[config.mk]
export PLATFORM = sky130hd
export DESIGN_NAME = scbp_queue
export DESIGN_NICKNAME = d
export VERILOG_FILES = /design/src/rtl/scbp_pkg.sv /design/src/rtl/scbp_queue.sv
export SDC_FILE = /design/constraint.sdc
export NUM_CORES = 1
export LEC_CHECK = 0
export BUFFER_PORTS_ARGS = -buffer_cell sky130_fd_sc_hd__buf_4
export CAP_MARGIN = 25
export CORE_UTILIZATION = 28
export DETAILED_ROUTE_END_ITERATION = 7
export SETUP_SLACK_MARGIN = 0.05
export SLEW_MARGIN = 25
export SYNTH_ARGS = -nofsm -noshare
export SYNTH_HDL_FRONTEND = slang
export SYNTH_SLANG_ARGS = --single-unit
[constraint.sdc]
create_clock -name clk -period 5.9 [get_ports clk]
set_input_delay 1.18 -clock clk [delete_from_list [all_inputs] [get_ports clk]]
set_output_delay 1.18 -clock clk [all_outputs]
set_load 0.01 [all_outputs]
[src/rtl/scbp_pkg.sv]
package scbp_pkg;

	// Field widths fixed by the stream format.
	localparam int REQ_W     = 24;
	localparam int RID_W     = 8;
	localparam int CLS_W     = 5;
	localparam int ID_OUT_W  = 8;
	localparam int CNT_OUT_W = 9;
	localparam int BYTE_W    = 32;
	localparam int STATUS_W  = 3;

	// Defaults for the top-level parameters.
	localparam int MAX_BUFFERS_DEF  = 256;
	localparam int SIZE_CLASSES_DEF = 24;

	// Configuration register indexes.
	localparam logic REG_MIN_REQ = 1'b0;
	localparam logic REG_MAX_REQ = 1'b1;

	// Operation codes.
	localparam logic OP_ALLOC   = 1'b0;
	localparam logic OP_RELEASE = 1'b1;

	// Result status codes.
	typedef enum logic [STATUS_W-1:0] {
		STAT_REUSED    = 3'd0,
		STAT_CREATED   = 3'd1,
		STAT_EXHAUSTED = 3'd2,
		STAT_BAD_SIZE  = 3'd3,
		STAT_BAD_ID    = 3'd4
	} status_t;

	// A classified request as it travels from the front to the back.
	typedef struct packed {
		logic             op;
		logic             kind;
		logic             size_err;
		logic [CLS_W-1:0] cls;
		logic [REQ_W-1:0] req;
		logic [RID_W-1:0] rid;
	} cmd_t;

	// One result item.
	typedef struct packed {
		status_t              status;
		logic [ID_OUT_W-1:0]  granted_id;
		logic [REQ_W-1:0]     granted_bytes;
		logic [CNT_OUT_W-1:0] in_use_count;
		logic [CNT_OUT_W-1:0] created_count;
		logic [BYTE_W-1:0]    total_bytes;
		logic [BYTE_W-1:0]    wasted_bytes;
	} res_t;

	// Rounds a size up to a power of two and returns its log2.
	function automatic logic [CLS_W-1:0] ceil_log2(input logic [REQ_W-1:0] v);
		logic [REQ_W-1:0] m;
		logic [CLS_W-1:0] r;
		m = v - REQ_W'(1);
		r = '0;
		for (int i = 0; i < REQ_W; i++) begin
			if (m[i]) begin
				r = CLS_W'(i + 1);
			end
		end
		if (v == '0) begin
			r = '0;
		end
		return r;
	endfunction

endpackage

[src/rtl/scbp_queue.sv]
module scbp_queue (
	input  logic           clk,
	input  logic           arst_n,
	input  logic           push,
	input  scbp_pkg::cmd_t wr_data,
	input  logic           pop,
	output scbp_pkg::cmd_t rd_data,
	output logic           full,
	output logic           empty
);

	scbp_pkg::cmd_t slot_q [2];
	logic           wr_ptr_q;
	logic           rd_ptr_q;
	logic [1:0]     count_q;

	// Entry storage; a write lands at the write pointer.
	always_ff @(posedge clk) begin
		if (push) begin
			slot_q[wr_ptr_q] <= wr_data;
		end
	end

	// Pointers and fill level.
	always_ff @(posedge clk or negedge arst_n) begin
		if (!arst_n) begin
			wr_ptr_q <= 1'b0;
			rd_ptr_q <= 1'b0;
			count_q  <= 2'd0;
		end else begin
			if (push) begin
				wr_ptr_q <= !wr_ptr_q;
			end
			if (pop) begin
				rd_ptr_q <= !rd_ptr_q;
			end
			case ({push, pop})
				2'b10:   count_q <= count_q + 2'd1;
				2'b01:   count_q <= count_q - 2'd1;
				default: count_q <= count_q;
			endcase
		end
	end

	assign rd_data = slot_q[rd_ptr_q];
	assign full    = count_q == 2'd2;
	assign empty   = count_q == 2'd0;

endmodule

==> metrics.md <==
| Metric | Value |
|---|---|
| CP Launch Type | `flip-flop` |
| CP max-delay cell | `dfrtp_2` |
| Boundary pin count | `86` |
| Worst-path clk slew | `about 0.06 ns` |
| First-pass GRT wire length | `7.67 mm` |
| Syn. warnings | `0` |
| Commonest non-fill, non-tap cells in the layout | `buf_4 (86), edfxtp_1 (80), mux2_4 (39), clkbuf_16 (9)` |
| Crit path buf inv count | `2` |
| Total track usage | `9.01%` |
| Synth Cell Area | `around 3300 um^2` |
| Pint | `between 0.0015 and 0.002 W` |
| Avg Cell Area, Syn | `23.2 um^2` |
| Initial Utilization | `roughly 29%` |
| Final-layout fill cell count | `roughly 1100` |
| Final setup TNS | `0 ns` |
| # H-tree levels | `3` |
| CTS max path bufs | `2` |
| Resize count post-CTS | `0` |
| Psw | `~0.00054 W` |
| Die width | `about 110 um` |
| Syn_nets | `around 190` |
| Final GP Congestion | `between 0.5 and 0.6` |
| Top delay family on crit path | `flip-flops` |
| CP dominant cell by count | `buf_4` |
| CORE AREA | `~11000 um^2` |
| Fin crit share | `55.7%` |
| HPWL after detailed placement | `approximately 3.5 mm` |
| Vias in the first global route | `about 1600` |
| Post-route DRC | `0` |
| CP max stage delay | `~0.80 ns` |
| IO Port Bufs | `85` |
| Logic pwr share | `approximately 31%` |
| Tmin final | `about 3.3 ns` |
| Cts hold-fix bufs | `0` |
| Slew margin rel. | `roughly 53%` |
| Final Hold Slack | `between 0.5 and 0.6 ns` |
| Clk sinks | `84` |
| WS Path Type | `reg -> out` |
| Worst Path Required | `roughly 4.7 ns` |
| Worst-path fanout max | `21` |
| Via count | `1548` |
| Initial antenna violation count | `0` |
| Seq pwr share | `a little over two fifths` |
| Multi-input gate area | `687 um^2` |
| Seq cells post-synth | `84` |
| Layout Nets | `279` |
| R2R depth | `2` |
| Largest net degree at the start of global routing | `roughly 40` |
| RSZ-0062 raised after global routing | `no` |
| Routed vias/inst | `~4.1` |
| Post-DP Area | `a little over 4000 um^2` |
| Commonest non-fill, non-tap cell in the layout | `buf_4` |
| Drt wl/cell | `13.7 um` |
| CTS Buf Count | `9` |
| Worst-Margin Slew | `about 0.71 ns` |
| Outcome | `finished, final reports clean` |
| Worst vdd ir | `~0.17 mV` |
| Maxcap violations | `0` |
| Area growth syn-to-layout | `33.0%` |
| Final Max Tran Viols | `0` |
| Routed Antenna Nets | `0` |
| Share of layout cells above drive strength 1 | `between 50 and 60%` |
| Post-CTS setup buffer count | `0` |
| Register area | `roughly 2500 um^2` |
| Clk pwr share | `approximately 27%` |
| Library cells used by synthesis | `13` |
| Final-report hold violation count | `0` |
| Power density over cell area | `~480 nW/um^2` |
| P_leak | `roughly 1.7 nW` |
| Sequential area share after synthesis | `roughly 76%` |
| Grt total ovfl | `0` |
| Root Driver | `clkbuf_16` |
| Routed Wire Length | `around 5.3 mm` |
| Crit. End Element | `primary output` |
| Mapped Cells | `between 100 and 150` |
| N_diodes | `0` |
| Pre-antenna DRT Iters | `4` |
| Net Sw Frac | `between 20% and 30%` |
| Clock skew | `between 0.003 and 0.004 ns` |
| Final setup viols | `0` |
| Cell area after layout | `between 4000 and 5000 um^2` |
| WHS Path Cells | `1` |
| Iter 0 DRT Violations | `20` |
| Hold Path Class | `reg -> reg` |
| Die Area | `about 12000 um^2` |
| Die height | `around 110 um` |
| Worst skew pair latency | `about 0.32 ns` |
| WP data arrival | `around 2.1 ns` |
| Cell chain of the critical path | `buf_4 > mux2_4 > buf_4` |
| Worst path depth | `3` |
| CTS tree | `built` |
| Row count | `39` |
| Max Clk Rate | `between 0.3 and 0.4 GHz` |
==> Yosys cell counts <==
| cell type | count | area share (%) |
|---|---|---|
| and2_1 | 1 | 0.19 |
| buf_12 | 4 | 2.4 |
| buf_6 | 1 | 0.34 |
| dfrtp_1 | 4 | 3.1 |
| edfxtp_1 | 80 | 73 |
| ha_1 | 1 | 0.38 |
| inv_1 | 1 | 0.11 |
| mux2_2 | 1 | 0.34 |
| mux2_4 | 39 | 18 |
| nor2_1 | 3 | 0.34 |
| nor2b_1 | 1 | 0.19 |
| xnor2_1 | 2 | 0.54 |
| xor2_1 | 3 | 0.80 |
==> through the flow <==
step	power (W)	cells	setup WS [ns]	utilization, %
2_1_floorplan	0.00132	141	2.54	-
3_3_place_gp	0.00152	365	2.94	35.2
3_5_place_dp	0.00154	366	2.93	35.4
4_1_cts	0.00212	382	2.55	38.1
5_1_grt	0.00219	382	2.51	38.1
6_report	0.00209	382	2.61	38.1
==> kinds of logic (layout without fill, tap and decap cells) <==
logic type	Yosys count	count (layout)	synth area share, %
muxes	40	40	18.2
buffers and inverters	6	104	2.90
and+or+nand+nor	5	5	0.726
DFF	84	84	76.4
xor gates and xnor gates	5	5	1.34
adders and majority gates	1	1	0.382
==> per-layer routing <==
layer,wire length [um],part of all wire [%],global-route usage (%)
met4,91,1.7,4.79
met5,0,0,0
met3,351,6.7,3.53
met2,2640,50,14.3
met1,2170,41,10.5
==> final timing paths <==
| check | startpoint | to | slack (ns) |
|---|---|---|---|
| max | rd_ptr_q | rd_data[16] | 2.61 |
| min | count_q[1] | count_q[1] | 0.51 |
| max reg2reg | wr_ptr_q | slot_q[0][26] | 4.34 |
| min reg2reg | count_q[1] | count_q[1] | 0.51 |
| max in group asynchronous | arst_n | rd_ptr_q | 5.15 |
| min in group asynchronous | arst_n | count_q[0] | 0.64 |
==> power by group through the flow <==
stage               sequential (W)  combinational [W]  clock [W]
finish                    0.000869           0.000645   0.000571
global route              0.000885           0.000697   0.000611
CTS                       0.000875           0.000659   0.000591
detailed placement        0.000885           0.000655          0
global placement          0.000881           0.000638          0
floorplan                 0.000837           0.000479          0
==> registers in the layout (all words and copies together), names as in the netlist <==
name / flops
count_q: 2
rd_ptr_q: 1
slot_q: 80
wr_ptr_q: 1
==> layout make-up <==
class | instances | share of cell area (%)
repair buffers | 87 | 15.5
inverters | 1 | 0.0862
flip-flops and latches | 84 | 57.5
clock inverters | 6 | 1.81
clock buffers | 10 | 5.26
multi-input cells | 51 | 15.8
well taps | 143 | 4.11
No activity file was read; power rests on OpenSTA's default activity.
