$ cat config.mk
export PLATFORM = sky130hd
export DESIGN_NAME = scbp_front
export DESIGN_NICKNAME = d
export VERILOG_FILES = /design/src/rtl/scbp_pkg.sv /design/src/rtl/scbp_front.sv
export SDC_FILE = /design/constraint.sdc
export NUM_CORES = 1
export LEC_CHECK = 0
export ABC_AREA = 1
export BUFFER_PORTS_ARGS = -buffer_cell sky130_fd_sc_hd__clkbuf_2
export CAP_MARGIN = 20
export CORE_AREA = 2 2 93 95
export CTS_CLUSTER_DIAMETER = 150
export CTS_CLUSTER_SIZE = 40
export DETAILED_ROUTE_END_ITERATION = 10
export DIE_AREA = 0 0 95 97
export PLACE_DENSITY = 0.75
export RECOVER_POWER = 50
export SYNTH_ARGS = -nofsm -noshare
export SYNTH_HDL_FRONTEND = slang
export SYNTH_SLANG_ARGS = --single-unit
export TNS_END_PERCENT = 100
$ cat constraint.sdc
create_clock -name clk -period 3.01 [get_ports clk]
set_clock_uncertainty 0.2 [all_clocks]
set_input_delay 0.4515 -clock clk [delete_from_list [all_inputs] [get_ports clk]]
set_output_delay 0.4515 -clock clk [all_outputs]
set_load 0.02 [all_outputs]
$ cat src/rtl/scbp_pkg.sv
package scbp_pkg;

	// Field widths fixed by the stream format.
	localparam int REQ_W     = 24;
	localparam int RID_W     = 8;
	localparam int CLS_W     = 5;
	localparam int ID_OUT_W  = 8;
	localparam int CNT_OUT_W = 9;
	localparam int BYTE_W    = 32;
	localparam int STATUS_W  = 3;

	// Defaults for the top-level parameters.
	localparam int MAX_BUFFERS_DEF  = 256;
	localparam int SIZE_CLASSES_DEF = 24;

	// Configuration register indexes.
	localparam logic REG_MIN_REQ = 1'b0;
	localparam logic REG_MAX_REQ = 1'b1;

	// Operation codes.
	localparam logic OP_ALLOC   = 1'b0;
	localparam logic OP_RELEASE = 1'b1;

	// Result status codes.
	typedef enum logic [STATUS_W-1:0] {
		STAT_REUSED    = 3'd0,
		STAT_CREATED   = 3'd1,
		STAT_EXHAUSTED = 3'd2,
		STAT_BAD_SIZE  = 3'd3,
		STAT_BAD_ID    = 3'd4
	} status_t;

	// A classified request as it travels from the front to the back.
	typedef struct packed {
		logic             op;
		logic             kind;
		logic             size_err;
		logic [CLS_W-1:0] cls;
		logic [REQ_W-1:0] req;
		logic [RID_W-1:0] rid;
	} cmd_t;

	// One result item.
	typedef struct packed {
		status_t              status;
		logic [ID_OUT_W-1:0]  granted_id;
		logic [REQ_W-1:0]     granted_bytes;
		logic [CNT_OUT_W-1:0] in_use_count;
		logic [CNT_OUT_W-1:0] created_count;
		logic [BYTE_W-1:0]    total_bytes;
		logic [BYTE_W-1:0]    wasted_bytes;
	} res_t;

	// Rounds a size up to a power of two and returns its log2.
	function automatic logic [CLS_W-1:0] ceil_log2(input logic [REQ_W-1:0] v);
		logic [REQ_W-1:0] m;
		logic [CLS_W-1:0] r;
		m = v - REQ_W'(1);
		r = '0;
		for (int i = 0; i < REQ_W; i++) begin
			if (m[i]) begin
				r = CLS_W'(i + 1);
			end
		end
		if (v == '0) begin
			r = '0;
		end
		return r;
	endfunction

endpackage

$ cat src/rtl/scbp_front.sv
module scbp_front #(
	parameter int SIZE_CLASSES = scbp_pkg::SIZE_CLASSES_DEF
) (
	input  logic                       clk,
	input  logic                       arst_n,
	input  logic                       cfg_we,
	input  logic                       cfg_index,
	input  logic [scbp_pkg::REQ_W-1:0] cfg_data,
	input  logic                       in_valid,
	output logic                       in_ready,
	input  logic                       opcode,
	input  logic                       buffer_kind,
	input  logic [scbp_pkg::REQ_W-1:0] request_bytes,
	input  logic [scbp_pkg::RID_W-1:0] release_id,
	input  logic                       q_full,
	output logic                       q_push,
	output scbp_pkg::cmd_t             q_data
);

	logic [scbp_pkg::REQ_W-1:0] min_req_q;
	logic [scbp_pkg::REQ_W-1:0] max_req_q;
	logic [scbp_pkg::CLS_W-1:0] cls;
	logic                       cls_big;

	// Configuration registers.
	always_ff @(posedge clk or negedge arst_n) begin
		if (!arst_n) begin
			min_req_q <= scbp_pkg::REQ_W'(1);
			max_req_q <= scbp_pkg::REQ_W'(8388608);
		end else if (cfg_we) begin
			case (cfg_index)
				scbp_pkg::REG_MIN_REQ: min_req_q <= cfg_data;
				scbp_pkg::REG_MAX_REQ: max_req_q <= cfg_data;
				default: ;
			endcase
		end
	end

	// Size class and range check for the incoming request.
	assign cls     = scbp_pkg::ceil_log2(request_bytes);
	assign cls_big = {1'b0, cls} >= (scbp_pkg::CLS_W + 1)'(SIZE_CLASSES);

	assign in_ready = !q_full;
	assign q_push   = in_valid && !q_full;

	always_comb begin
		q_data.op       = opcode;
		q_data.kind     = buffer_kind;
		q_data.cls      = cls;
		q_data.req      = request_bytes;
		q_data.rid      = release_id;
		q_data.size_err = (request_bytes == '0) || (request_bytes < min_req_q)
			|| (request_bytes > max_req_q) || cls_big;
	end

endmodule

==> results.yml <==
outcome:
  status: "complete, but fails checks"
  violations: "capacitance limit, slew limit, setup timing"
yosys:
  async_flop_share: 1.00
  syn_area_per_cell_um2: 7.58
  yosys_warnings: 0
  synth_nets: 641
  syn-cell-area_um2: 4000
  yosys.area_share.simple: 0.209
  synth_mux_area_frac: 0
  synth_fa_ha_area_frac: 0.153
  synth_top_family_by_area: "simple AND/OR/NAND/NOR gates"
  ys_seq_area_frac: 0.301
  synth-edff-count: 0
  synth_compound_area_frac: 0.134
  synth_seq_cells: 48
  ys.flop_type: "dfrtp_1"
  synth_cell_types: 38
  synth_xor_area_frac: 0.0394
  synthCells: 528
layout:
  diodes: 0
  drive_gt1_frac: 0.265
  fill_cells: 734
  finalNetCount: 723
  stdcell_count: 716
  area_growth_syn_to_layout_pct: 19.6
clock_network:
  clock_latency_ns: 0.31
  ctsHoldBuffers: 0
  path_clk_slew_ns: 0.09
  cts_tree: "done"
  cts_buffer_depth: 2
  ctsRootBufferMaster: "clkbuf_8"
  h-tree-depth: 2
  cts_buffers: 5
  cts.sinks: 48
power:
  ir_worst_vdd_uv: 207
  p_leak_nw: 2.56
  comb_power_share: 0.325
  power_density_nw_per_um2: 384
  power_frac_seq: 0.422
  p_sw_mw: 0.622
  p_int_mw: 1.21
  fin_total_pwr_mw: 1.84
  p_clk_frac: 0.253
  p_sw_frac: 0.339
critical_path:
  crit_path_start_kind: "primary input"
  crit_type: "in2out"
  arrival_ns: 2.52
  required_ns: 2.36
  crit_path_end_kind: "primary output"
  cp_max_fo: 4
  worst_path_most_repeated_cell: "nand2_2"
  slowest_delay_ns: 0.25
  crit_chain: "buf_8 -> nor2_4 -> nand2_2 -> nor2_4 -> nand2_2 -> inv_2 -> nand3_4 -> nor3_4 -> nand2_2 -> nor3_4 -> nand2_2 -> xor2_1 -> nand2_1 -> nor2_4 -> nand3b_1 -> a21boi_1 -> buf_4"
  critPathSlowestCell: "nor3_4"
route:
  drt-initial-drc-count: 198
  wl_per_cell_um: 13.4
  ant_nets: 0
  routed_via_density: 5.04
  drtPass1Iterations: 4
  vias: 3611
  wl_mm: 9.61
  drc: 0
global_routing:
  grt_pass1_vias: 3562
  grt_usage: 0.215
  antenna_found_initial: 0
  gr-total-overflow: 0
  grt_pass1_wl_mm: 16.1
  grt_max_degree: 49
timing:
  setup_tns_ns: -0.446
  worst_pin_slew_ns: 1.88
  slew_headroom: -0.253
  slew_viol_final: 49
  grt_setup_unrepaired: "yes"
  setup_viol: 5
  finalHoldViolCount: 0
  finalCriticalPeriod_ns: 3.17
  postLayoutSetupSlackWorst_ns: -0.164
  fmax_mhz: 315
  fin_crit_sh: 1.05
place:
  place_inst: 705
  place_congestion: 0.943
  port_buffers: 85
  dp_hpwl_mm: 7.56
min_path:
  hp-class: "in2reg"
floorplanning:
  ios: 106
  core_area_um2: 8130
  dieWidth_um: 95
  dieArea_um2: 9220
  fp-row-count: 33
  initial_core_util: 0.492
  die_h_um: 97
flow_run:
  drv_cap: 1
power by group through the flow:
stage,Clock [mW],Sequential [mW],Combinational (mW)
after floorplan,0,0.771,0.402
after global placement,0,0.780,0.543
after detailed placement,0,0.785,0.573
after CTS,0.472,0.773,0.585
after global routing,0.491,0.783,0.692
final,0.465,0.774,0.597
layer usage:
| metal | global-route usage | part of all wire | vias up |
|---|---|---|---|
| met5 | 0 | 0 | - |
| li1 | - | - | 1831 |
| met4 | 0.0613 | 0.0087 | 0 |
| met3 | 0.0288 | 0.052 | 7 |
| met1 | 0.286 | 0.45 | 1675 |
| met2 | 0.361 | 0.49 | 98 |
flip-flops by register name (all words and copies together) (netlist names):
register	flops
max_req_q	24
min_req_q	24
cell usage in the layout, fill, tap and decap left out, drive strengths merged:
cell type  netlist  layout
o31ai            1       1
inv             97      97
o21ai           56      56
clkinv           0       1
a32o             1       1
bufinv           0       1
nor4             6       6
o2111ai          1       1
nor2            25      25
buf             34      40
a221oi           1       1
nand4            5       5
dfrtp           46      46
o211ai           3       3
a21oi           25      25
and3             1       1
dfstp            2       2
xnor2            5       5
a211oi           3       3
a31oi            2       2
nand3b           3       3
o21bai           2       2
o221ai           1       1
nor3             8       8
nand3           12      12
clkbuf          10      85
ha              49      49
xor2            13      13
nand2          114     114
a21boi           2       2
critical path, delay by kind of cell:
kind,cells,cell delay (ns)
simple gates,12,1.40
buf+inv,3,0.34
xor+xnor,1,0.17
compound gates,1,0.17
area by class of cell:
class                           instances  area [µm²]  share of cell area
Inverter                               97         374              0.0782
Tap cell                              105         131              0.0275
Sequential cell                        48        1200               0.252
Timing Repair Buffer                  119         733               0.153
Clock inverter                          2        35.0             0.00732
Multi-Input combinational cell        339        2240               0.467
Clock buffer                            6        72.6              0.0152
path summary, 6_finish.rpt:
| path | start | slack, ns | to | depth (start not counted) |
|---|---|---|---|---|
| setup / recovery | request_bytes[1] | -0.16 | q_data[35] | 17 |
| max in group asynchronous | arst_n | 1.63 | min_req_q[18] | 2 |
| setup reg to reg | max_req_q[23] | 1.98 | max_req_q[23] | 2 |
| min in group asynchronous | arst_n | 0.25 | min_req_q[5] | 2 |
| hold / removal | cfg_data[0] | 0.17 | min_req_q[0] | 3 |
| hold reg to reg | max_req_q[10] | 0.30 | max_req_q[10] | 2 |
synth_stat cells, types with 3 or more instances:
cell type    n  area, µm²
xor2_1      13        114
buf_4       34        255
nand2_1    110        413
nor2_4       3       33.8
nor4_1       5       31.3
o21ai_0     56        280
nand4_1      5       31.3
nand3b_1     3       22.5
nor3_1       5       25.0
nor2_1      20       75.1
inv_2        3       11.3
xnor2_1      5       43.8
dfrtp_1     46       1150
ha_1        49        613
a21oi_1     25        125
o211ai_1     3       22.5
nand2_2      4       25.0
nand3_1      8       40.0
clkbuf_1    10       37.5
a211oi_1     3       22.5
inv_1       94        353
cells by family after synthesis:
kind of cell | Yosys count
AND/OR/NAND/NOR | 174
AO/OA/AOI/OAI | 98
XOR/XNOR | 18
adder cells (fa/ha/maj) | 49
buffers and inverters | 141
flip-flops | 48
what timing repair did:
action	4_1_cts	5_1_grt
endpoints found under the setup margin	6	6
gates resized for setup	13	41
pin swaps	2	10
endpoints found under the hold margin	0	0
buffers inserted	0	3
gates cloned	0	0
stage by stage:
step | hold WS [ns] | cell area (µm²) | setup WS (ns) | util
2_1_floorplan | -0.0441 | 4000 | 0.0519 | -
3_3_place_gp | 0.268 | 4500 | -0.0394 | 0.553
3_5_place_dp | 0.273 | 4500 | -0.163 | 0.553
4_1_cts | 0.0502 | 4660 | -0.150 | 0.573
5_1_grt | 0.181 | 4790 | -0.337 | 0.588
6_report | 0.166 | 4790 | -0.164 | 0.588
Note: power is estimated with default switching activity, not from simulation.
