## config.mk

```make
export PLATFORM = sky130hd
export DESIGN_NAME = scbp_back
export DESIGN_NICKNAME = d
export VERILOG_FILES = /design/src/rtl/scbp_pkg.sv /design/src/rtl/scbp_back.sv
export SDC_FILE = /design/constraint.sdc
export NUM_CORES = 2
export LEC_CHECK = 0
export BUFFER_PORTS_ARGS = -buffer_cell sky130_fd_sc_hd__buf_4
export CAP_MARGIN = 20
export CORE_ASPECT_RATIO = 0.5
export CORE_MARGIN = 5
export CORE_UTILIZATION = 35
export CTS_BUF_LIST = sky130_fd_sc_hd__clkbuf_16
export DETAILED_ROUTE_END_ITERATION = 6
export MAX_ROUTING_LAYER = met4
export PLACE_DENSITY = 0.53
export RECOVER_POWER = 25
export SYNTH_ARGS = -nofsm -noshare
export SYNTH_HDL_FRONTEND = slang
export SYNTH_MEMORY_MAX_BITS = 65536
export SYNTH_SLANG_ARGS = --single-unit
```

## constraint.sdc

```tcl
create_clock -name clk -period 33.4 [get_ports clk]
set_clock_uncertainty 0.15 [all_clocks]
set_input_delay 0 -clock clk [delete_from_list [all_inputs] [get_ports clk]]
set_output_delay 0 -clock clk [all_outputs]
set_load 0.005 [all_outputs]
```

## src/rtl/scbp_pkg.sv

```systemverilog
package scbp_pkg;

	// Field widths fixed by the stream format.
	localparam int REQ_W     = 24;
	localparam int RID_W     = 8;
	localparam int CLS_W     = 5;
	localparam int ID_OUT_W  = 8;
	localparam int CNT_OUT_W = 9;
	localparam int BYTE_W    = 32;
	localparam int STATUS_W  = 3;

	// Defaults for the top-level parameters.
	localparam int MAX_BUFFERS_DEF  = 256;
	localparam int SIZE_CLASSES_DEF = 24;

	// Configuration register indexes.
	localparam logic REG_MIN_REQ = 1'b0;
	localparam logic REG_MAX_REQ = 1'b1;

	// Operation codes.
	localparam logic OP_ALLOC   = 1'b0;
	localparam logic OP_RELEASE = 1'b1;

	// Result status codes.
	typedef enum logic [STATUS_W-1:0] {
		STAT_REUSED    = 3'd0,
		STAT_CREATED   = 3'd1,
		STAT_EXHAUSTED = 3'd2,
		STAT_BAD_SIZE  = 3'd3,
		STAT_BAD_ID    = 3'd4
	} status_t;

	// A classified request as it travels from the front to the back.
	typedef struct packed {
		logic             op;
		logic             kind;
		logic             size_err;
		logic [CLS_W-1:0] cls;
		logic [REQ_W-1:0] req;
		logic [RID_W-1:0] rid;
	} cmd_t;

	// One result item.
	typedef struct packed {
		status_t              status;
		logic [ID_OUT_W-1:0]  granted_id;
		logic [REQ_W-1:0]     granted_bytes;
		logic [CNT_OUT_W-1:0] in_use_count;
		logic [CNT_OUT_W-1:0] created_count;
		logic [BYTE_W-1:0]    total_bytes;
		logic [BYTE_W-1:0]    wasted_bytes;
	} res_t;

	// Rounds a size up to a power of two and returns its log2.
	function automatic logic [CLS_W-1:0] ceil_log2(input logic [REQ_W-1:0] v);
		logic [REQ_W-1:0] m;
		logic [CLS_W-1:0] r;
		m = v - REQ_W'(1);
		r = '0;
		for (int i = 0; i < REQ_W; i++) begin
			if (m[i]) begin
				r = CLS_W'(i + 1);
			end
		end
		if (v == '0) begin
			r = '0;
		end
		return r;
	endfunction

endpackage

```

## src/rtl/scbp_back.sv

```systemverilog
module scbp_back #(
	parameter int MAX_BUFFERS  = scbp_pkg::MAX_BUFFERS_DEF,
	parameter int SIZE_CLASSES = scbp_pkg::SIZE_CLASSES_DEF
) (
	input  logic           clk,
	input  logic           arst_n,
	input  logic           q_empty,
	input  scbp_pkg::cmd_t q_data,
	output logic           q_pop,
	output logic           res_valid,
	input  logic           res_ready,
	output scbp_pkg::res_t res
);

	localparam int ID_W   = $clog2(MAX_BUFFERS);
	localparam int CNT_W  = $clog2(MAX_BUFFERS + 1);
	localparam int CMP_W  = (CNT_W > scbp_pkg::CNT_OUT_W) ? CNT_W : scbp_pkg::CNT_OUT_W;
	localparam int IDX_W  = (ID_W > scbp_pkg::RID_W) ? ID_W : scbp_pkg::RID_W;
	localparam int LISTS  = 2 * SIZE_CLASSES;
	localparam int LIST_W = $clog2(LISTS);
	localparam int CW_W   = scbp_pkg::CLS_W + 2;
	localparam int B_W    = scbp_pkg::BYTE_W;

	typedef enum logic [3:0] {
		ST_IDLE  = 4'b0001,
		ST_LOOK  = 4'b0010,
		ST_LINK  = 4'b0100,
		ST_RHEAD = 4'b1000
	} state_t;

	// Class word: in-use flag, kind, size class.
	logic [ID_W-1:0] head_mem  [LISTS];
	logic [ID_W:0]   link_mem  [MAX_BUFFERS];
	logic [CW_W-1:0] class_mem [MAX_BUFFERS];

	state_t            state_q;
	state_t            state_d;
	scbp_pkg::cmd_t    cmd_q;
	logic [ID_W-1:0]   head_rd_q;
	logic [ID_W:0]     link_rd_q;
	logic [CW_W-1:0]   class_rd_q;
	logic [ID_W-1:0]   id_q;
	logic [LIST_W-1:0] list_q;
	logic [LISTS-1:0]  head_ok_q;
	logic [CNT_W-1:0]  created_q;
	logic [CNT_W-1:0]  in_use_q;
	logic [B_W-1:0]    total_q;
	logic [B_W-1:0]    wasted_q;
	logic              res_valid_q;
	scbp_pkg::res_t    res_q;

	logic              start;
	logic              head_we;
	logic [LIST_W-1:0] head_waddr;
	logic [ID_W-1:0]   head_wdata;
	logic              head_re;
	logic [LIST_W-1:0] head_raddr;
	logic              link_we;
	logic [ID_W-1:0]   link_waddr;
	logic [ID_W:0]     link_wdata;
	logic              link_re;
	logic [ID_W-1:0]   link_raddr;
	logic              class_we;
	logic [ID_W-1:0]   class_waddr;
	logic [CW_W-1:0]   class_wdata;
	logic              head_ok_we;
	logic              head_ok_val;
	logic              id_load;
	logic              list_load;
	logic [LIST_W-1:0] list_d;

	logic [CNT_W-1:0]  created_d;
	logic [CNT_W-1:0]  in_use_d;
	logic [B_W-1:0]    total_d;
	logic [B_W-1:0]    wasted_d;

	logic              fin;
	logic [scbp_pkg::STATUS_W-1:0] fin_status;
	logic [ID_W-1:0]   fin_id;
	logic [B_W-1:0]    fin_bytes;

	logic [IDX_W-1:0]  q_rid_ext;
	logic [IDX_W-1:0]  rid_ext;
	logic [ID_W-1:0]   rid_idx;
	logic [CMP_W-1:0]  rid_big;
	logic [CMP_W-1:0]  created_big;
	logic [CMP_W-1:0]  max_big;
	logic              rid_bad;
	logic [LIST_W-1:0] alloc_list;
	logic [LIST_W-1:0] rel_list;
	logic [B_W-1:0]    alloc_bytes;
	logic [B_W-1:0]    rel_bytes;
	logic [CMP_W-1:0]  in_use_big;
	logic [CMP_W-1:0]  created_out_big;
	logic [IDX_W-1:0]  fin_id_big;

	// Free-list index from buffer kind and size class.
	function automatic logic [LIST_W-1:0] list_of(input logic kind,
		input logic [scbp_pkg::CLS_W-1:0] cls);
		logic [LIST_W-1:0] base;
		base = kind ? LIST_W'(SIZE_CLASSES) : '0;
		return base + LIST_W'(cls);
	endfunction

	assign start = (state_q == ST_IDLE) && !q_empty && (!res_valid_q || res_ready);
	assign q_pop = start;

	assign q_rid_ext   = IDX_W'(q_data.rid);
	assign rid_ext     = IDX_W'(cmd_q.rid);
	assign rid_idx     = rid_ext[ID_W-1:0];
	assign rid_big     = CMP_W'(cmd_q.rid);
	assign created_big = CMP_W'(created_q);
	assign max_big     = CMP_W'(MAX_BUFFERS);
	assign rid_bad     = (rid_big >= created_big) || (rid_big >= max_big)
		|| !class_rd_q[CW_W-1];
	assign alloc_list  = list_of(q_data.kind, q_data.cls);
	assign rel_list    = list_of(class_rd_q[scbp_pkg::CLS_W],
		class_rd_q[scbp_pkg::CLS_W-1:0]);
	assign alloc_bytes = B_W'(1) << cmd_q.cls;
	assign rel_bytes   = B_W'(1) << class_rd_q[scbp_pkg::CLS_W-1:0];

	// Sequencer: memory accesses, counter updates and the finished result.
	always_comb begin
		state_d     = state_q;
		head_we     = 1'b0;
		head_waddr  = list_q;
		head_wdata  = rid_idx;
		head_re     = 1'b0;
		head_raddr  = alloc_list;
		link_we     = 1'b0;
		link_waddr  = rid_idx;
		link_wdata  = {head_ok_q[list_q], head_rd_q};
		link_re     = 1'b0;
		link_raddr  = head_rd_q;
		class_we    = 1'b0;
		class_waddr = rid_idx;
		class_wdata = {1'b0, class_rd_q[CW_W-2:0]};
		head_ok_we  = 1'b0;
		head_ok_val = 1'b0;
		id_load     = 1'b0;
		list_load   = 1'b0;
		list_d      = alloc_list;
		created_d   = created_q;
		in_use_d    = in_use_q;
		total_d     = total_q;
		wasted_d    = wasted_q;
		fin         = 1'b0;
		fin_status  = scbp_pkg::STAT_BAD_SIZE;
		fin_id      = '0;
		fin_bytes   = '0;
		case (state_q)
			ST_IDLE: begin
				if (start) begin
					head_re   = q_data.op == scbp_pkg::OP_ALLOC;
					head_raddr = alloc_list;
					list_load = 1'b1;
					list_d    = alloc_list;
					state_d   = ST_LOOK;
				end
			end
			ST_LOOK: begin
				if (cmd_q.op == scbp_pkg::OP_ALLOC) begin
					if (cmd_q.size_err) begin
						fin        = 1'b1;
						fin_status = scbp_pkg::STAT_BAD_SIZE;
						state_d    = ST_IDLE;
					end else if (head_ok_q[list_q]) begin
						link_re    = 1'b1;
						link_raddr = head_rd_q;
						id_load    = 1'b1;
						state_d    = ST_LINK;
					end else if (created_big == max_big) begin
						fin        = 1'b1;
						fin_status = scbp_pkg::STAT_EXHAUSTED;
						state_d    = ST_IDLE;
					end else begin
						class_we    = 1'b1;
						class_waddr = created_q[ID_W-1:0];
						class_wdata = {1'b1, cmd_q.kind, cmd_q.cls};
						link_we     = 1'b1;
						link_waddr  = created_q[ID_W-1:0];
						link_wdata  = '0;
						created_d   = created_q + CNT_W'(1);
						in_use_d    = in_use_q + CNT_W'(1);
						total_d     = total_q + alloc_bytes;
						wasted_d    = wasted_q + alloc_bytes - B_W'(cmd_q.req);
						fin         = 1'b1;
						fin_status  = scbp_pkg::STAT_CREATED;
						fin_id      = created_q[ID_W-1:0];
						fin_bytes   = alloc_bytes;
						state_d     = ST_IDLE;
					end
				end else begin
					if (rid_bad) begin
						fin        = 1'b1;
						fin_status = scbp_pkg::STAT_BAD_ID;
						state_d    = ST_IDLE;
					end else begin
						head_re    = 1'b1;
						head_raddr = rel_list;
						list_load  = 1'b1;
						list_d     = rel_list;
						state_d    = ST_RHEAD;
					end
				end
			end
			ST_LINK: begin
				head_we     = 1'b1;
				head_waddr  = list_q;
				head_wdata  = link_rd_q[ID_W-1:0];
				head_ok_we  = 1'b1;
				head_ok_val = link_rd_q[ID_W];
				class_we    = 1'b1;
				class_waddr = id_q;
				class_wdata = {1'b1, cmd_q.kind, cmd_q.cls};
				in_use_d    = in_use_q + CNT_W'(1);
				fin         = 1'b1;
				fin_status  = scbp_pkg::STAT_REUSED;
				fin_id      = id_q;
				fin_bytes   = alloc_bytes;
				state_d     = ST_IDLE;
			end
			ST_RHEAD: begin
				link_we     = 1'b1;
				link_waddr  = rid_idx;
				link_wdata  = {head_ok_q[list_q], head_rd_q};
				head_we     = 1'b1;
				head_waddr  = list_q;
				head_wdata  = rid_idx;
				head_ok_we  = 1'b1;
				head_ok_val = 1'b1;
				class_we    = 1'b1;
				class_waddr = rid_idx;
				class_wdata = {1'b0, class_rd_q[CW_W-2:0]};
				in_use_d    = in_use_q - CNT_W'(1);
				fin         = 1'b1;
				fin_status  = scbp_pkg::STAT_REUSED;
				fin_id      = rid_idx;
				fin_bytes   = rel_bytes;
				state_d     = ST_IDLE;
			end
			default: begin
				state_d = ST_IDLE;
			end
		endcase
	end

	// Memories with registered read data.
	always_ff @(posedge clk) begin
		if (head_we) begin
			head_mem[head_waddr] <= head_wdata;
		end
		if (head_re) begin
			head_rd_q <= head_mem[head_raddr];
		end
		if (link_we) begin
			link_mem[link_waddr] <= link_wdata;
		end
		if (link_re) begin
			link_rd_q <= link_mem[link_raddr];
		end
		if (class_we) begin
			class_mem[class_waddr] <= class_wdata;
		end
		if (start) begin
			class_rd_q <= class_mem[q_rid_ext[ID_W-1:0]];
		end
	end

	// Working registers of the current request.
	always_ff @(posedge clk) begin
		if (start) begin
			cmd_q <= q_data;
		end
		if (id_load) begin
			id_q <= head_rd_q;
		end
		if (list_load) begin
			list_q <= list_d;
		end
	end

	// Result fields sized to the stream format.
	assign in_use_big      = CMP_W'(in_use_d);
	assign created_out_big = CMP_W'(created_d);
	assign fin_id_big      = IDX_W'(fin_id);

	// Control state, counters, list-valid flags and the output register.
	always_ff @(posedge clk or negedge arst_n) begin
		if (!arst_n) begin
			state_q     <= ST_IDLE;
			head_ok_q   <= '0;
			created_q   <= '0;
			in_use_q    <= '0;
			total_q     <= '0;
			wasted_q    <= '0;
			res_valid_q <= 1'b0;
		end else begin
			state_q   <= state_d;
			created_q <= created_d;
			in_use_q  <= in_use_d;
			total_q   <= total_d;
			wasted_q  <= wasted_d;
			if (head_ok_we) begin
				head_ok_q[list_q] <= head_ok_val;
			end
			if (fin) begin
				res_valid_q <= 1'b1;
			end else if (res_ready) begin
				res_valid_q <= 1'b0;
			end
		end
	end

	always_ff @(posedge clk) begin
		if (fin) begin
			res_q.status        <= scbp_pkg::status_t'(fin_status);
			res_q.granted_id    <= fin_id_big[scbp_pkg::ID_OUT_W-1:0];
			res_q.granted_bytes <= fin_bytes[scbp_pkg::REQ_W-1:0];
			res_q.in_use_count  <= in_use_big[scbp_pkg::CNT_OUT_W-1:0];
			res_q.created_count <= created_out_big[scbp_pkg::CNT_OUT_W-1:0];
			res_q.total_bytes   <= total_d;
			res_q.wasted_bytes  <= wasted_d;
		end
	end

	assign res_valid = res_valid_q;
	assign res       = res_q;

endmodule
```

==> load_flow_metrics.sql <==
INSERT INTO impl_metrics (metric_group, metric, value, unit) VALUES
('logic_synthesis', 'yosys.area_share.adder', '0.00843', ''),
('worst_setup_path', 'timing.critical_path.required', '33.89', 'ns'),
('logic_synthesis', 'syn_nets', '9339', ''),
('logic_synthesis', 'ys_top_cells_by_count', '4675 x sky130_fd_sc_hd__edfxtp_1, 1367 x sky130_fd_sc_hd__mux4_2, 637 x sky130_fd_sc_hd__nor2_1, 511 x sky130_fd_sc_hd__nand2_1, 349 x sky130_fd_sc_hd__clkbuf_1', ''),
('worst_setup_path', 'timing.critical_path.buf_inv', '3', ''),
('logic_synthesis', 'largest_family_of_logic_cells_by_synthesized_area', 'multiplexers', ''),
('logic_synthesis', 'syn-instance-count', '9183', ''),
('worst_setup_path', 'worst-path-stages', '10', ''),
('sta', 'setup_viol', '0', ''),
('logic_synthesis', 'synthTopCellsByArea', 'sky130_fd_sc_hd__edfxtp_1 74%, sky130_fd_sc_hd__mux4_2 16%, sky130_fd_sc_hd__dfrtp_1 1.8%, sky130_fd_sc_hd__nor2_1 1.3%, sky130_fd_sc_hd__nand2_1 1.0%', ''),
('detailed_routing', 'wire_per_inst', '29.3', 'um'),
('power', 'power_density', '65.3', 'nW/um^2'),
('worst_hold_path', 'min_from', 'q_data[26]', ''),
('logic_synthesis', 'syn_area_per_cell', '20.7', 'um^2'),
('placed_design', 'globalplace.congestion', '0.829', ''),
('detailed_routing', 'firstDrtPassIters', '6', ''),
('power', 'design_power_total', '0.0141', 'W'),
('power', 'net-switching-power', '0.00363', 'W'),
('worst_hold_path', 'hold_end', 'cmd_q[26]', ''),
('worst_setup_path', 'critical_path.slowest_cell', 'sky130_fd_sc_hd__clkbuf_1', ''),
('clock_network', 'clock_tree_from_tritoncts', 'done', ''),
('logic_synthesis', 'synth_area_leader_cell', 'sky130_fd_sc_hd__edfxtp_1', ''),
('die', 'floorplan.die_area', '559000', 'um^2'),
('grt', 'initial_antenna_violation_count', '21', ''),
('sta', 'max_slew_violation_count', '3218', ''),
('worst_setup_path', 'timing.critical_path.from', 'head_waddr[2]', ''),
('power', 'share_comb_of_total_power', '0.136', ''),
('clock_network', 'clock_buffers_created_by_tritoncts', '434', ''),
('worst_setup_path', 'worst_path_largest_cell_delay', '6.71', 'ns'),
('logic_synthesis', 'synth_simple_gate_area_frac', '0.0344', ''),
('die', 'rows', '191', ''),
('logic_synthesis', 'synthXorXnorAreaFrac', '0.00295', ''),
('cells_and_area', 'fin_nets', '9730', ''),
('detailed_routing', 'initialDrtViolationCount', '10800', ''),
('detailed_routing', 'postRouteAntennaNets', '0', ''),
('cells_and_area', 'areaGrowthSynthToFinish', '13.1', '%'),
('logic_synthesis', 'synth_largest_type_area_fraction', '0.738', ''),
('run_status', 'failed_checks', 'capacitance limit, slew limit', ''),
('sta', 'grt_setup_unrepaired', 'no', ''),
('die', 'io_pins', '163', ''),
('detailed_routing', 'via_density_per_instance', '5.38', ''),
('cells_and_area', 'finalNonFillerCells', '17200', ''),
('logic_synthesis', 'post_synth_edffs', '4675', ''),
('sta', 'fin_setup_tns', '0', 'ns'),
('sta', 'finalCriticalPeriod', '13.56', 'ns'),
('grt', 'grt_pass1_vias', '93200', ''),
('run_status', 'status', 'finished with violations', ''),
('worst_setup_path', 'critical-path-top-delay-family', 'buffers and inverters', ''),
('worst_setup_path', 'critical_path.startpoint_type', 'flop', ''),
('die', 'die_h', '531', 'um'),
('sta', 'hold_violations', '0', ''),
('die', 'die-width', '1050', 'um'),
('logic_synthesis', 'yosysMostFrequentCell', 'sky130_fd_sc_hd__edfxtp_1', ''),
('worst_hold_path', 'path_type_of_the_worst_min_delay_path', 'input pin to flop', ''),
('cells_and_area', 'drive_above_1_share', '0.233', ''),
('detailed_routing', 'detail_route.drc_violations', '0', ''),
('placed_design', 'post-place-cells', '16300', ''),
('worst_setup_path', 'cp-end-kind', 'flop', ''),
('logic_synthesis', 'synth.cell_area', '190000', 'um^2'),
('clock_network', 'clk-insertion-delay-late', '1.06', 'ns'),
('clock_network', 'htree_levels', '5', ''),
('flow_run', 'timing.max_cap.violations', '55', ''),
('worst_setup_path', 'arr_time_crit_path', '14.06', 'ns'),
('detailed_routing', 'drt_wl_total', '504000', 'um'),
('worst_setup_path', 'worst_r2r_startpoint', 'head_waddr[2]', ''),
('logic_synthesis', 'synth_seq_area_share', '0.755', ''),
('placed_design', 'portBuffers', '162', ''),
('logic_synthesis', 'postSynthRegisterBits', '4810', ''),
('worst_setup_path', 'critPathKind', 'flop to flop', ''),
('logic_synthesis', 'yosys-mux-area-fraction', '0.169', ''),
('power', 'ir_worst_vdd', '53.2', 'uV');
==> worst max-delay path by stage <==
stage	endpoint	slack, ns
2_1_floorplan	class_mem[0][1]	16.96
3_3_place_gp	link_rd_q[0]	26.59
3_5_place_dp	link_mem[87][2]	26.54
4_1_cts	link_mem[87][1]	26.53
5_1_grt	class_mem[243][3]	18.93
6_report	class_mem[246][3]	19.84
==> timing repair <==
item | 4_1_cts | 5_1_grt
endpoints found under the hold margin | 258 | 0
resized for setup | 0 | 0
endpoints found under the setup margin | 0 | 0
hold buffers | 102 | 0
==> kinds of logic after synthesis <==
logic type | after synthesis
compound gates | 482
simple gates | 1532
mux | 1505
flops | 4810
fa+ha+maj | 112
xor+xnor | 64
buf+inv | 678
==> power groups by stage <==
stage                     clock network [W]  logic, W  registers, W
after global placement                    0   0.00191       0.00718
after detailed placement                  0   0.00192       0.00718
after global routing                0.00541   0.00205       0.00711
final                               0.00504   0.00191       0.00710
after CTS                           0.00514   0.00194       0.00705
after floorplan                           0   0.00112       0.00729
==> cell usage in the layout (no fill, tap or decap), types with 24 or more instances in the layout <==
cell type | Yosys | final
sky130_fd_sc_hd__a21o_1 | 34 | 34
sky130_fd_sc_hd__a21oi_1 | 131 | 130
sky130_fd_sc_hd__a32oi_1 | 26 | 26
sky130_fd_sc_hd__buf_4 | 1 | 129
sky130_fd_sc_hd__bufinv_16 | 0 | 47
sky130_fd_sc_hd__clkbuf_1 | 349 | 108
sky130_fd_sc_hd__clkbuf_16 | 0 | 437
sky130_fd_sc_hd__clkbuf_4 | 0 | 100
sky130_fd_sc_hd__clkinv_1 | 1 | 103
sky130_fd_sc_hd__clkinv_2 | 0 | 75
sky130_fd_sc_hd__dfrtp_1 | 134 | 134
sky130_fd_sc_hd__dlygate4sd3_1 | 0 | 101
sky130_fd_sc_hd__edfxtp_1 | 4675 | 4675
sky130_fd_sc_hd__fa_1 | 27 | 27
sky130_fd_sc_hd__ha_1 | 85 | 85
sky130_fd_sc_hd__inv_1 | 171 | 261
sky130_fd_sc_hd__mux2i_1 | 132 | 130
sky130_fd_sc_hd__mux4_2 | 1367 | 1367
sky130_fd_sc_hd__nand2_1 | 511 | 490
sky130_fd_sc_hd__nand3_1 | 160 | 160
sky130_fd_sc_hd__nand4_1 | 24 | 24
sky130_fd_sc_hd__nor2_1 | 637 | 636
sky130_fd_sc_hd__nor3_1 | 42 | 38
sky130_fd_sc_hd__o21ai_0 | 122 | 121
sky130_fd_sc_hd__o22ai_1 | 30 | 29
sky130_fd_sc_hd__xnor2_1 | 33 | 33
sky130_fd_sc_hd__xor2_1 | 31 | 31
==> registers in the layout (all words and copies together), names as in the netlist <==
name / count
created_big: 9
class_rd_q: 7
link_rd_q: 9
id_q: 8
res_valid: 1
total_q: 32
head_waddr: 6
rid_ext: 8
link_mem: 2304
head_ok_q: 48
in_use_q: 9
wasted_q: 32
head_mem: 384
state_q: 4
cmd_q: 32
class_mem: 1792
head_rd_q: 8
res: 117
==> layout make-up <==
class / instances / area [um^2]
Antenna cell: 8 / 20.0
Clock buffer: 437 / 10900
Clock inverter: 368 / 3220
Fill cell: 48000 / 326000
Inverter: 174 / 657
Multi-Input combinational cell: 3695 / 44200
Sequential cell: 4810 / 144000
Tap cell: 7237 / 9050
Timing Repair Buffer: 459 / 3490
==> worst min-delay path: cells and delay by family <==
kind	cells	cell delay [ns]
buf+inv	3	1.18
==> layer usage <==
metal,vias to the layer above,share of wire,global-route usage,routed length (um)
met2,3153,0.48,0.282,240000
met1,50300,0.44,0.258,222000
met5,-,0,-,0
li1,38500,-,-,-
met3,631,0.060,0.0252,30300
met4,0,0.024,0.0379,12200
==> stage by stage <==
| stage | hold slack (ns) | utilization | area (um^2) | setup WS, ns |
|---|---|---|---|---|
| 6_report | 0.121 | 0.398 | 215000 | 19.84 |
| 4_1_cts | 0.00245 | 0.399 | 216000 | 26.53 |
| 5_1_grt | 0.0752 | 0.398 | 215000 | 18.93 |
| 2_1_floorplan | -0.446 | - | 190000 | 16.96 |
| 3_3_place_gp | 0.0302 | 0.370 | 200000 | 26.59 |
| 3_5_place_dp | 0.0294 | 0.371 | 201000 | 26.54 |
Note: power is estimated with default switching activity, not from simulation.
